File: config.mk
export PLATFORM = sky130hd
export DESIGN_NAME = nfcfrc_parser
export DESIGN_NICKNAME = d
export VERILOG_FILES = /design/src/hw/rtl/nfcfrc_pkg.sv /design/src/hw/rtl/nfcfrc_parser.sv
export SDC_FILE = /design/constraint.sdc
export NUM_CORES = 1
export LEC_CHECK = 0
export ABC_AREA = 1
export BUFFER_PORTS_ARGS = -buffer_cell sky130_fd_sc_hd__buf_2
export CORE_ASPECT_RATIO = 1.25
export CORE_MARGIN = 4
export CORE_UTILIZATION = 57
export DETAILED_ROUTE_END_ITERATION = 8
export PLACE_DENSITY = 0.92
export SKIP_CTS_REPAIR_TIMING = 1
export SYNTH_ARGS = -nofsm -noshare
export SYNTH_HDL_FRONTEND = slang
export SYNTH_SLANG_ARGS = --single-unit
export TNS_END_PERCENT = 5
File: constraint.sdc
create_clock -name clk -period 6.9 [get_ports clk]
set_clock_uncertainty 0.2 [all_clocks]
set_input_delay 0.345 -clock clk [delete_from_list [all_inputs] [get_ports clk]]
set_output_delay 0.345 -clock clk [all_outputs]
set_load 0.005 [all_outputs]
File: src/hw/rtl/nfcfrc_pkg.sv
// shared types and codes for the nfc reply frame receiver and checker
// used by every module of the block; depends on nothing
package nfcfrc_pkg;

	localparam int unsigned CfgIndexW = 3;

	typedef enum logic [CfgIndexW-1:0] {
		REG_PREAMBLE     = 3'd0,
		REG_START_FIRST  = 3'd1,
		REG_START_SECOND = 3'd2,
		REG_DIRECTION_ID = 3'd3,
		REG_MAX_LENGTH   = 3'd4
	} reg_index_t;

	typedef enum logic [2:0] {
		ST_OK         = 3'd0,
		ST_BAD_HEADER = 3'd1,
		ST_TOO_LONG   = 3'd2,
		ST_LEN_CSUM   = 3'd3,
		ST_WRONG_ID   = 3'd4,
		ST_DATA_CSUM  = 3'd5
	} status_t;

	typedef enum logic [2:0] {
		PH_IDLE   = 3'd0,
		PH_HEADER = 3'd1,
		PH_LEN    = 3'd2,
		PH_LCS    = 3'd3,
		PH_BODY   = 3'd4
	} phase_t;

	localparam logic [7:0] RstPreamble    = 8'h00;
	localparam logic [7:0] RstStartFirst  = 8'h00;
	localparam logic [7:0] RstStartSecond = 8'hff;
	localparam logic [7:0] RstDirectionId = 8'hd5;
	localparam logic [7:0] RstMaxLength   = 8'hff;

	typedef struct packed {
		logic [7:0] expected_preamble;
		logic [7:0] expected_start_first;
		logic [7:0] expected_start_second;
		logic [7:0] expected_direction_id;
		logic [7:0] max_length;
	} cfg_t;

	typedef struct packed {
		logic       valid;
		logic       data_valid;
		logic [7:0] data_byte;
		logic [7:0] data_index;
		logic       frame_done;
		status_t    status;
	} result_t;

endpackage

File: src/hw/rtl/nfcfrc_parser.sv
// frame parser state machine: header, length, length checksum and body checks
// depends on nfcfrc_pkg
module nfcfrc_parser (
	input  logic                   clk,
	input  logic                   arst_n,
	input  logic                   step,
	input  logic [7:0]             rx_byte,
	input  logic                   frame_start,
	input  nfcfrc_pkg::cfg_t       cfg,
	output nfcfrc_pkg::result_t    res
);

	nfcfrc_pkg::phase_t phase_q, phase_d;
	logic [8:0] pos_q, pos_d;
	logic [7:0] len_q, len_d;
	logic [7:0] sum_q, sum_d;
	logic       hdr_good_q, hdr_good_d;
	logic       id_good_q, id_good_d;

	nfcfrc_pkg::phase_t phase_e;
	logic [8:0] pos_e;
	logic [7:0] sum_e;
	logic       hdr_good_e;
	logic       id_good_e;
	logic [7:0] want;
	logic [8:0] len9;
	logic [7:0] lcs_sum;
	logic [8:0] pos_m1;

	always_ff @(posedge clk or negedge arst_n) begin
		if (!arst_n) begin
			phase_q    <= nfcfrc_pkg::PH_IDLE;
			pos_q      <= '0;
			len_q      <= '0;
			sum_q      <= '0;
			hdr_good_q <= 1'b1;
			id_good_q  <= 1'b1;
		end else if (step) begin
			phase_q    <= phase_d;
			pos_q      <= pos_d;
			len_q      <= len_d;
			sum_q      <= sum_d;
			hdr_good_q <= hdr_good_d;
			id_good_q  <= id_good_d;
		end
	end

	always_comb begin
		// frame start restarts the parser on this byte
		phase_e    = frame_start ? nfcfrc_pkg::PH_HEADER : phase_q;
		pos_e      = frame_start ? 9'd0 : pos_q;
		sum_e      = frame_start ? 8'd0 : sum_q;
		hdr_good_e = frame_start ? 1'b1 : hdr_good_q;
		id_good_e  = frame_start ? 1'b1 : id_good_q;

		phase_d    = phase_e;
		pos_d      = pos_e;
		len_d      = len_q;
		sum_d      = sum_e;
		hdr_good_d = hdr_good_e;
		id_good_d  = id_good_e;

		want    = (pos_e == 9'd0) ? cfg.expected_preamble :
		          (pos_e == 9'd1) ? cfg.expected_start_first : cfg.expected_start_second;
		len9    = {1'b0, len_q};
		lcs_sum = len_q + rx_byte;
		pos_m1  = pos_e - 9'd1;

		res            = '0;
		res.status     = nfcfrc_pkg::ST_OK;

		unique case (phase_e)
			nfcfrc_pkg::PH_IDLE: ;
			nfcfrc_pkg::PH_HEADER: begin
				hdr_good_d = hdr_good_e && (rx_byte == want);
				if (pos_e >= 9'd2) begin
					pos_d = 9'd0;
					if (!hdr_good_d) begin
						res.valid      = 1'b1;
						res.frame_done = 1'b1;
						res.status     = nfcfrc_pkg::ST_BAD_HEADER;
						phase_d        = nfcfrc_pkg::PH_IDLE;
					end else begin
						phase_d = nfcfrc_pkg::PH_LEN;
					end
				end else begin
					pos_d = pos_e + 9'd1;
				end
			end
			nfcfrc_pkg::PH_LEN: begin
				len_d   = rx_byte;
				phase_d = nfcfrc_pkg::PH_LCS;
			end
			nfcfrc_pkg::PH_LCS: begin
				if (len_q > cfg.max_length) begin
					res.valid      = 1'b1;
					res.frame_done = 1'b1;
					res.status     = nfcfrc_pkg::ST_TOO_LONG;
					phase_d        = nfcfrc_pkg::PH_IDLE;
				end else if (lcs_sum != 8'd0) begin
					res.valid      = 1'b1;
					res.frame_done = 1'b1;
					res.status     = nfcfrc_pkg::ST_LEN_CSUM;
					phase_d        = nfcfrc_pkg::PH_IDLE;
				end else begin
					phase_d = nfcfrc_pkg::PH_BODY;
					pos_d   = 9'd0;
					sum_d   = 8'd0;
				end
			end
			nfcfrc_pkg::PH_BODY: begin
				if (pos_e == 9'd0)
					id_good_d = (rx_byte == cfg.expected_direction_id);
				if (pos_e <= len9)
					sum_d = sum_e + rx_byte;
				if (pos_e > len9) begin
					// postamble ends the frame
					res.valid      = 1'b1;
					res.frame_done = 1'b1;
					phase_d        = nfcfrc_pkg::PH_IDLE;
					if (!id_good_d)
						res.status = nfcfrc_pkg::ST_WRONG_ID;
					else if (sum_d != 8'd0)
						res.status = nfcfrc_pkg::ST_DATA_CSUM;
					else
						res.status = nfcfrc_pkg::ST_OK;
				end else begin
					pos_d = pos_e + 9'd1;
					if (pos_e >= 9'd1 && pos_e < len9) begin
						res.valid      = 1'b1;
						res.data_valid = 1'b1;
						res.data_byte  = rx_byte;
						res.data_index = pos_m1[7:0];
					end
				end
			end
			default: phase_d = nfcfrc_pkg::PH_IDLE;
		endcase

		if (!step)
			res.valid = 1'b0;
	end

endmodule

# Yosys cells after proc, flatten, opt, wreduce, memory -nomap -nowiden
# Index checks and enable logic that the tools add are counted.
dict set report totals {
  reg_bits 30
  latchBits 0
  ramBits 0
  rom_bits 0
  input_bits 52
  wordCells 75
  mem_count 0
}
dict set report op_classes {
  add_sub_neg 4
  n_mul 0
  div 0
  n_lt_le_gt_ge 6
  eq_ne 7
  shifts 0
  n_mux 45
  bitwise 0
  reduce_logical 7
}
# cell count
set op_table {}
lappend op_table {{8-bit two-way mux} 7}
lappend op_table {{9-bit two-way mux} 5}
lappend op_table {{17-bit two-way mux} 2}
lappend op_table {{9-bit case mux with 3 select lines} 1}
lappend op_table {{3-bit two-way mux} 7}
lappend op_table {{4-bit two-way mux} 5}
lappend op_table {{18-bit two-way mux} 1}
lappend op_table {{8-bit adder} 2}
lappend op_table {{8-bit equality test} 2}
lappend op_table {{8-bit case mux with 2 select lines} 1}
lappend op_table {{8-bit nonzero test} 2}
lappend op_table {{3-bit case mux with 5 select lines} 1}
lappend op_table {{1-bit two-way mux} 12}
lappend op_table {{4-bit case mux with 3 select lines} 1}
lappend op_table {{9-bit by 1-bit adder with 9-bit output (second input constant)} 1}
lappend op_table {{9-bit by 1-bit equality test with 1-bit output (second input constant)} 1}
lappend op_table {{9-bit by 1-bit >= comparator with 1-bit output (second input constant)} 1}
lappend op_table {{9-bit by 2-bit >= comparator with 1-bit output (second input constant)} 1}
lappend op_table {{9-bit by 8-bit greater-than comparator with 1-bit output} 1}
lappend op_table {{9-bit by 8-bit <= comparator with 1-bit output} 1}
lappend op_table {{9-bit logical NOT} 1}
lappend op_table {{9-bit by 8-bit < comparator with 1-bit output} 1}
lappend op_table {{8-bit greater-than comparator} 1}
lappend op_table {{8-bit by 1-bit subtractor with 8-bit output (second input constant)} 1}
lappend op_table {{other kinds (8)} 10}

# Longest topological paths before layout
# Gate-level depths: netlist of the first run.
dict set report logic_depth {
  depth_word 10
  ltp_mapped 22
  mapped_depth_nobuf 21
}

# Worst setup path after synthesis of the first run
# OpenSTA, ideal clock, no wires.
dict set report synth_timing {
  path_kind {input -> output}
  from {in frame_start}
  to {out res[0] (netlist bit)}
  arrival_time_ns 2.285
  required_ns 6.355
  path_slack_ns 4.070
  cell_stages 20
  n_path_buf 3
  cell_sequence {buf_6 inv_6 buf_6 nand2_1 inv_1 ha_1 nand2_1 nor2_4 nand2_2 buf_2 nand2_1 nand3_1 nand3_1 nand2_1 inv_1 nand2_1 nor2_4 nand3_1 nand2_1 nand3_1}
}
# item line_no
set synth_lines {}
lappend synth_lines {{start, declared} nfcfrc_parser.sv:8} ;# input logic frame_start,
lappend synth_lines {{end, declared} nfcfrc_parser.sv:10} ;# output nfcfrc_pkg::result_t res

==> results of run 1 <==
[flip-flops by register name, indices dropped and copies added, names as in the netlist]
| name | cells |
|---|---|
| pos_q | 9 |
| id_good_q | 1 |
| len_q | 8 |
| sum_q | 8 |
| phase_q | 3 |
| hdr_good_q | 1 |
[area by class of cell]
cell class / count / area [sq um]
Multi-Input combinational cell: 481 / 2640
Fill cell: 570 / 2260
Sequential cell: 30 / 753
Timing Repair Buffer: 74 / 375
Inverter: 89 / 339
Tap cell: 87 / 109
Clock buffer: 6 / 82.6
Clock inverter: 2 / 12.5
[per-layer routing]
metal,share of wire [%],vias to the layer above
met4,4.3,0
li1,-,2112
met1,40,1922
met3,5.7,43
met5,0,-
met2,50,155
[tightest hold or removal path: cells and delay by family]
kind	cells	cell delay (ps)
compound gates	1	90
buf+inv	2	260
[Yosys cell counts, drive strengths merged]
cell,count
xnor2,6
nor4,2
a31oi,6
nand4,9
ha,34
o21a,2
nor3,3
nand3b,4
o211ai,2
mux2,1
a21oi,38
o21bai,1
inv,88
fa,2
dfrtp,28
or2,11
o21ai,31
clkbuf,4
nand2,168
dfstp,2
xor2,20
nand3,64
o22ai,1
a21o,2
nor3b,1
buf,12
nor2,73
clkinv,1
[cells in the final DEF (no fill, tap or decap), types with 3 or more instances in the layout]
cell type | Yosys | layout
dfrtp_1 | 28 | 28
nand2_1 | 155 | 155
o21ai_0 | 31 | 31
buf_2 | 5 | 73
nand3b_1 | 4 | 4
inv_1 | 86 | 86
nand3_1 | 64 | 64
xnor2_1 | 6 | 6
nor2_1 | 68 | 68
xor2_1 | 20 | 20
clkbuf_8 | 0 | 6
a21oi_1 | 38 | 38
or2_0 | 4 | 4
a31oi_1 | 6 | 6
nor3_1 | 3 | 3
or2_2 | 5 | 5
nor2_4 | 4 | 4
ha_1 | 34 | 34
nand4_1 | 9 | 9
nand2_2 | 11 | 11
[logic make-up after synthesis]
group	count (synthesis)
XOR/XNOR	26
flip-flops	30
buffers and inverters	105
AO/OA/AOI/OAI	83
adder cells (fa/ha/maj)	36
AND/OR/NAND/NOR	335
multiplexers	1
[per-stage QoR]
step / total power, mW / setup WS, ps / utilization [%] / cells / instance area (sq um)
after floorplan: 0.407 / 4070 / - / 616 / 3840
after global placement: 0.462 / 3460 / 64.0 / 760 / 4200
after detailed placement: 0.472 / 3360 / 64.0 / 760 / 4200
after CTS: 0.627 / 3350 / 65.5 / 768 / 4300
after global routing: 0.677 / 3040 / 65.6 / 769 / 4310
final: 0.629 / 3300 / 65.6 / 769 / 4310
[power by group]
| group | leakage (nW) | total (mW) | switching [mW] | internal, mW |
|---|---|---|---|---|
| clock network | 0.0472 | 0.154 | 0.0743 | 0.0801 |
| registers | 0.383 | 0.202 | 0.0121 | 0.190 |
| logic | 2.07 | 0.272 | 0.177 | 0.0951 |
| total | 2.50 | 0.629 | 0.263 | 0.366 |
[worst paths after layout]
kind                                   startpoint                     end  slack (ps)
setup / recovery             pos_q[5]$_DFFE_PN0P_                  res[0]        3300
hold / removal                         rx_byte[2]    len_q[2]$_DFFE_PN0P_         250
setup reg to reg             pos_q[5]$_DFFE_PN0P_  phase_q[1]$_DFFE_PN0P_        3980
hold reg to reg            hdr_good_q$_DFFE_PN1P_  hdr_good_q$_DFFE_PN1P_         300
max in group asynchronous                  arst_n  phase_q[0]$_DFFE_PN0P_        5590
min in group asynchronous                  arst_n    len_q[5]$_DFFE_PN0P_         450
==> impl_metrics.env, run 1 <==
export IMPL_outcome="finished, final reports clean"
export IMPL_crit_type="reg -> out"
export IMPL_firstDrtPassIters=5
export IMPL_synthTopCellsByArea="dfrtp_1, nand2_1, ha_1"
export IMPL_power_leakage_nw=2.50
export IMPL_fin_crit_ps=3600
export IMPL_vias=4232
export IMPL_first_iter_violations=279
export IMPL_crit_fanout=23
export IMPL_crit_path_end_kind="output pin"
export IMPL_rows=33
export IMPL_grt_pass1_vias=4101
export IMPL_setup_violations=0
export IMPL_holdWs_ps=248
export IMPL_cts_root_buf="clkbuf_8"
export IMPL_grt_pass1_wl_mm=18.3
export IMPL_max_vdd_ir_drop_mv=0.141
export IMPL_yosysTopAreaCell="dfrtp_1"
export IMPL_final_antenna_net_count=0
export IMPL_routed_via_density=5.50
export IMPL_synth_cell_types=39
export IMPL_port_buffer_count=73
export IMPL_synth_simple_gate_area_share_pct=38.8
export IMPL_required_ps=6360
export IMPL_clk_path_buf_depth=2
export IMPL_rsz0062_at_grt="false"
export IMPL_dpl_hpwl_mm=8.77
export IMPL_slew_limit_headroom_pct=51.8
export IMPL_drc=0
export IMPL_avgSynthCellArea_sq_um=6.23
export IMPL_slowest_delay_ps=440
export IMPL_synth_seq_area_share_pct=19.6
export IMPL_synth_compound_area_share_pct=11.5
export IMPL_io_pin_count=74
export IMPL_path_delay_family="simple AND/OR/NAND/NOR gates"
export IMPL_synth_adder_area_share_pct=12.1
export IMPL_report_final_slew_viol_count=0
export IMPL_antenna_found_initial=0
export IMPL_use_met1_pct=32.6
export IMPL_chipWidth_microns=81.4
export IMPL_start_kind="register"
export IMPL_fin_nets=769
export IMPL_power_density_nw_per_um2=146
export IMPL_muxShareOfSynthArea_pct=0.294
export IMPL_worst_path_most_repeated_cell="nand2_1"
export IMPL_met3_usage_pct=5.07
export IMPL_clkTransAtPathRegs_ps=70
export IMPL_worst_ep_arrival_time_ps=3050
export IMPL_wl_per_cell_microns=14.1
export IMPL_gp_congestion=0.909
export IMPL_synth_top_family_by_area="simple AND/OR/NAND/NOR gates"
export IMPL_finalWirelength_mm=10.8
export IMPL_fin_crit_sh_pct=52.1
export IMPL_synth_area_sq_um=3840
export IMPL_syn_nets=704
export IMPL_fp_dieArea_sq_um=8110
export IMPL_grt_start_max_net_pins=33
export IMPL_cts_made_buffers=5
export IMPL_die_h_microns=99.7
export IMPL_grt_busiest_layer="met2"
export IMPL_min_path_cells=3
export IMPL_yosys_area_share_xor_xnor_pct=5.94
export IMPL_syn_inst=616
export IMPL_tightest_slew_ps=723
export IMPL_setup_tns_ps=0
export IMPL_path_buf_inv=1
export IMPL_worstHoldPathType="in -> reg"
export IMPL_cts_sinks=30
export IMPL_cts_tree="done"
export IMPL_synth_warnings=0
export IMPL_core_area_sq_um=6570
export IMPL_slowest_stage="dfrtp_1"
export IMPL_grt_use_total_pct=28.3
export IMPL_antenna_cells=0
export IMPL_drv_cap=0
export IMPL_drive_above_1_share_pct=16.0
export IMPL_finalHoldViolCount=0
export IMPL_synth_seq_cells=30
export IMPL_clk_latency_ps=290
export IMPL_synth_top_area_share_pct=18.3
export IMPL_crit_chain="nand2_1 -> nand2_2 -> nor2_4 -> nand2_2 -> or2_2 -> nand2_1 -> nand2_1 -> nand2_1 -> nand2_2 -> nor2_4 -> nand3_1 -> nand2_1 -> nand3_1 -> buf_2"
export IMPL_r2r_cells=14
export IMPL_grt_overflow_total=0
export IMPL_critical_path_depth=14
export IMPL_ctsHtreeMaxLevel=2
export IMPL_max_freq_ghz=0.278
export IMPL_met2_usage_pct=50.1
export IMPL_syn_to_final_growth_pct=12.3
export IMPL_initial_utilization_pct=58.4
Power figures use the tool's default switching activity.
==> inputs of run 2 (changes only) <==
--- a/config.mk
+++ b/config.mk
@@ -9,9 +9,9 @@
 export BUFFER_PORTS_ARGS = -buffer_cell sky130_fd_sc_hd__buf_2
 export CORE_ASPECT_RATIO = 1.25
 export CORE_MARGIN = 4
-export CORE_UTILIZATION = 57
+export CORE_UTILIZATION = 52
 export DETAILED_ROUTE_END_ITERATION = 8
-export PLACE_DENSITY = 0.92
+export PLACE_DENSITY = 0.89
 export SKIP_CTS_REPAIR_TIMING = 1
 export SYNTH_ARGS = -nofsm -noshare
 export SYNTH_HDL_FRONTEND = slang
==> constraint.sdc (replaced) <==
create_clock -name clk -period 3 [get_ports clk]
set_clock_uncertainty 0.2 [all_clocks]
set_input_delay 0.15 -clock clk [delete_from_list [all_inputs] [get_ports clk]]
set_output_delay 0.15 -clock clk [all_outputs]
set_load 0.005 [all_outputs]
==> run 2 against run 1 <==
  * The flow now finishes with violations (negative setup slack)
  * Final cell count up 4.9%
  * First-iteration DRC count up 46%
  * Die area up 8.7%
  * Sequential share of layout area down 1.8 points
  * Sequential power up 130%
  * Largest cell class unchanged
  * Largest power group unchanged
==> impl_metrics.env, run 2 (synthesis results as in run 1) <==
export IMPL_top_register="pos_q"
export IMPL_dp_slack_ps=36.6
export IMPL_fin_cells=807
export IMPL_grt_start_max_net_pins=33
export IMPL_grt_use_total_pct=24.6
export IMPL_antenna_cells=0
export IMPL_ctsHtreeMaxLevel=2
export IMPL_path_delay_family="simple AND/OR/NAND/NOR gates"
export IMPL_cts_made_buffers=5
export IMPL_vias=4582
export IMPL_switching_share_pct=41.0
export IMPL_outcome="finished with violations"
export IMPL_power_leakage_nw=2.71
export IMPL_worst_slack_ps=-79.5
export IMPL_firstDrtPassIters=6
export IMPL_fin_nets=804
export IMPL_slowest_stage="dfrtp_1"
export IMPL_rr_startpoint="len_q[0]$_DFFE_PN0P_"
export IMPL_cts_sinks=30
export IMPL_regToRegEndpoint="pos_q[3]$_DFFE_PN0P_"
export IMPL_worst_ep_arrival_time_ps=2730
export IMPL_min_path_cells=3
export IMPL_gp_congestion=0.931
export IMPL_dpl_hpwl_mm=8.91
export IMPL_fin_crit_ps=3080
export IMPL_r2r_slack_ps=20
export IMPL_tightest_slew_ps=734
export IMPL_drive_above_1_share_pct=26.8
export IMPL_r2r_cells=16
export IMPL_crit_type="reg -> out"
export IMPL_p_comb_share_pct=47.2
export IMPL_min_from="rx_byte[4]"
export IMPL_slowest_delay_ps=420
export IMPL_holdWs_ps=62.4
export IMPL_start_kind="register"
export IMPL_mostFrequentLayoutCells="nand2_1, inv_1, buf_2"
export IMPL_max_vdd_ir_drop_mv=0.314
export IMPL_worst_path_most_repeated_cell="nand2_1"
export IMPL_worstHoldPathType="in -> reg"
export IMPL_die_h_microns=104
export IMPL_max_freq_ghz=0.325
export IMPL_first_iter_violations=406
export IMPL_clk_path_buf_depth=2
export IMPL_final_common_cell="nand2_1"
export IMPL_switchingPower_mw=0.681
export IMPL_antenna_found_initial=0
export IMPL_core_area_sq_um=7060
export IMPL_path_buf_inv=3
export IMPL_largest_reg_flops=9
export IMPL_placedCellCount=776
export IMPL_chipWidth_microns=84.8
export IMPL_intPower_mw=0.981
export IMPL_slew_limit_headroom_pct=51.1
export IMPL_whs_endpoint="len_q[4]$_DFFE_PN0P_"
export IMPL_required_ps=2650
export IMPL_clkTransAtPathRegs_ps=70
export IMPL_initial_utilization_pct=54.3
export IMPL_grt_overflow_total=0
export IMPL_finalWirelength_mm=12.3
export IMPL_rsz0062_at_grt="true"
export IMPL_wl_per_cell_microns=15.3
export IMPL_crit_fanout=5
export IMPL_rows=34
export IMPL_crit_chain="nand2_2 -> inv_1 -> ha_1 -> nand2_1 -> a21oi_2 -> nand4_1 -> nand2_4 -> buf_4 -> nand2_1 -> o21ai_2 -> nand2_1 -> nor2_2 -> nand2_1 -> nand2_1 -> nand3_2 -> buf_2"
export IMPL_power_share_clock_pct=24.7
export IMPL_top_regs="pos_q (9), len_q (8), sum_q (8)"
export IMPL_grt_pass1_vias=4116
export IMPL_power_density_nw_per_um2=346
export IMPL_syn_to_final_growth_pct=25.2
export IMPL_finalHoldViolCount=0
export IMPL_final_antenna_net_count=0
export IMPL_cts_root_buf="clkbuf_8"
export IMPL_port_buffer_count=73
export IMPL_seq_power_share_pct=28.1
export IMPL_drv_cap=0
export IMPL_fp_dieArea_sq_um=8820
export IMPL_grt_pass1_wl_mm=18.0
export IMPL_cts_tree="done"
export IMPL_clk_latency_ps=290
export IMPL_report_final_slew_viol_count=0
export IMPL_drc=0
export IMPL_setup_tns_ps=-184
export IMPL_io_pin_count=74
export IMPL_routed_via_density=5.68
export IMPL_violations="negative setup slack"
export IMPL_fin_crit_sh_pct=103
export IMPL_crit_path_end_kind="output pin"
export IMPL_setup_violations=3
[run 2: worst max-delay path by stage]
stage	depth (start not counted)	to	from	slack (ps)
2_1_floorplan	20	res[0]	frame_start	560
3_3_place_gp	19	res[0]	frame_start	100
3_5_place_dp	19	res[0]	frame_start	40
4_1_cts	15	res[21]	len_q[0]$_DFFE_PN0P_	-170
5_1_grt	17	res[0]	pos_q[3]$_DFFE_PN0P_	-210
6_report	16	res[0]	pos_q[3]$_DFFE_PN0P_	-80
[run 2: routing by layer]
layer  global-route usage, %  vias to the layer above  wire [microns]
met5                       0                        -               0
met4                    13.6                        0             839
met2                    43.0                      270            5960
met3                    3.65                       90            1000
li1                        -                     2177               -
met1                    28.3                     2045            4530
[run 2: layout make-up]
class,count,area (sq um)
Multi-Input combinational cell,483,2850
Fill cell,558,2260
Sequential cell,30,756
Timing Repair Buffer,107,631
Inverter,89,343
Tap cell,90,113
Clock buffer,5,68.8
Clock inverter,3,40.0
[run 2: power groups by stage]
| stage | Combinational [mW] | Clock (mW) | Sequential, mW |
|---|---|---|---|
| finish | 0.785 | 0.410 | 0.468 |
| CTS | 0.641 | 0.412 | 0.464 |
| global placement | 0.616 | 0 | 0.470 |
| floorplan | 0.472 | 0 | 0.464 |
| detailed placement | 0.636 | 0 | 0.472 |
| global route | 0.863 | 0.435 | 0.469 |
[run 2: worst reg2reg max path, cell delays in order (launching register included)]
cell and delay [ps]:
dfrtp_1 410, ha_2 210, inv_2 40, fa_2 380, inv_2 80, nand3_2 60
nand2_2 90, xnor2_2 130, nand3_1 110, nor2_2 100, nand4_1 200, nand2_2 170
buf_4 130, buf_4 100, nand3_1 220, nand2_1 150, a21oi_1 70
[run 2: metrics by stage]
step	utilization [%]	total power [mW]	area, sq um
floorplan	-	0.937	3840
global placement	60.9	1.09	4300
detailed placement	60.9	1.11	4300
CTS	62.5	1.52	4410
global route	68.0	1.77	4800
finish	68.0	1.66	4800
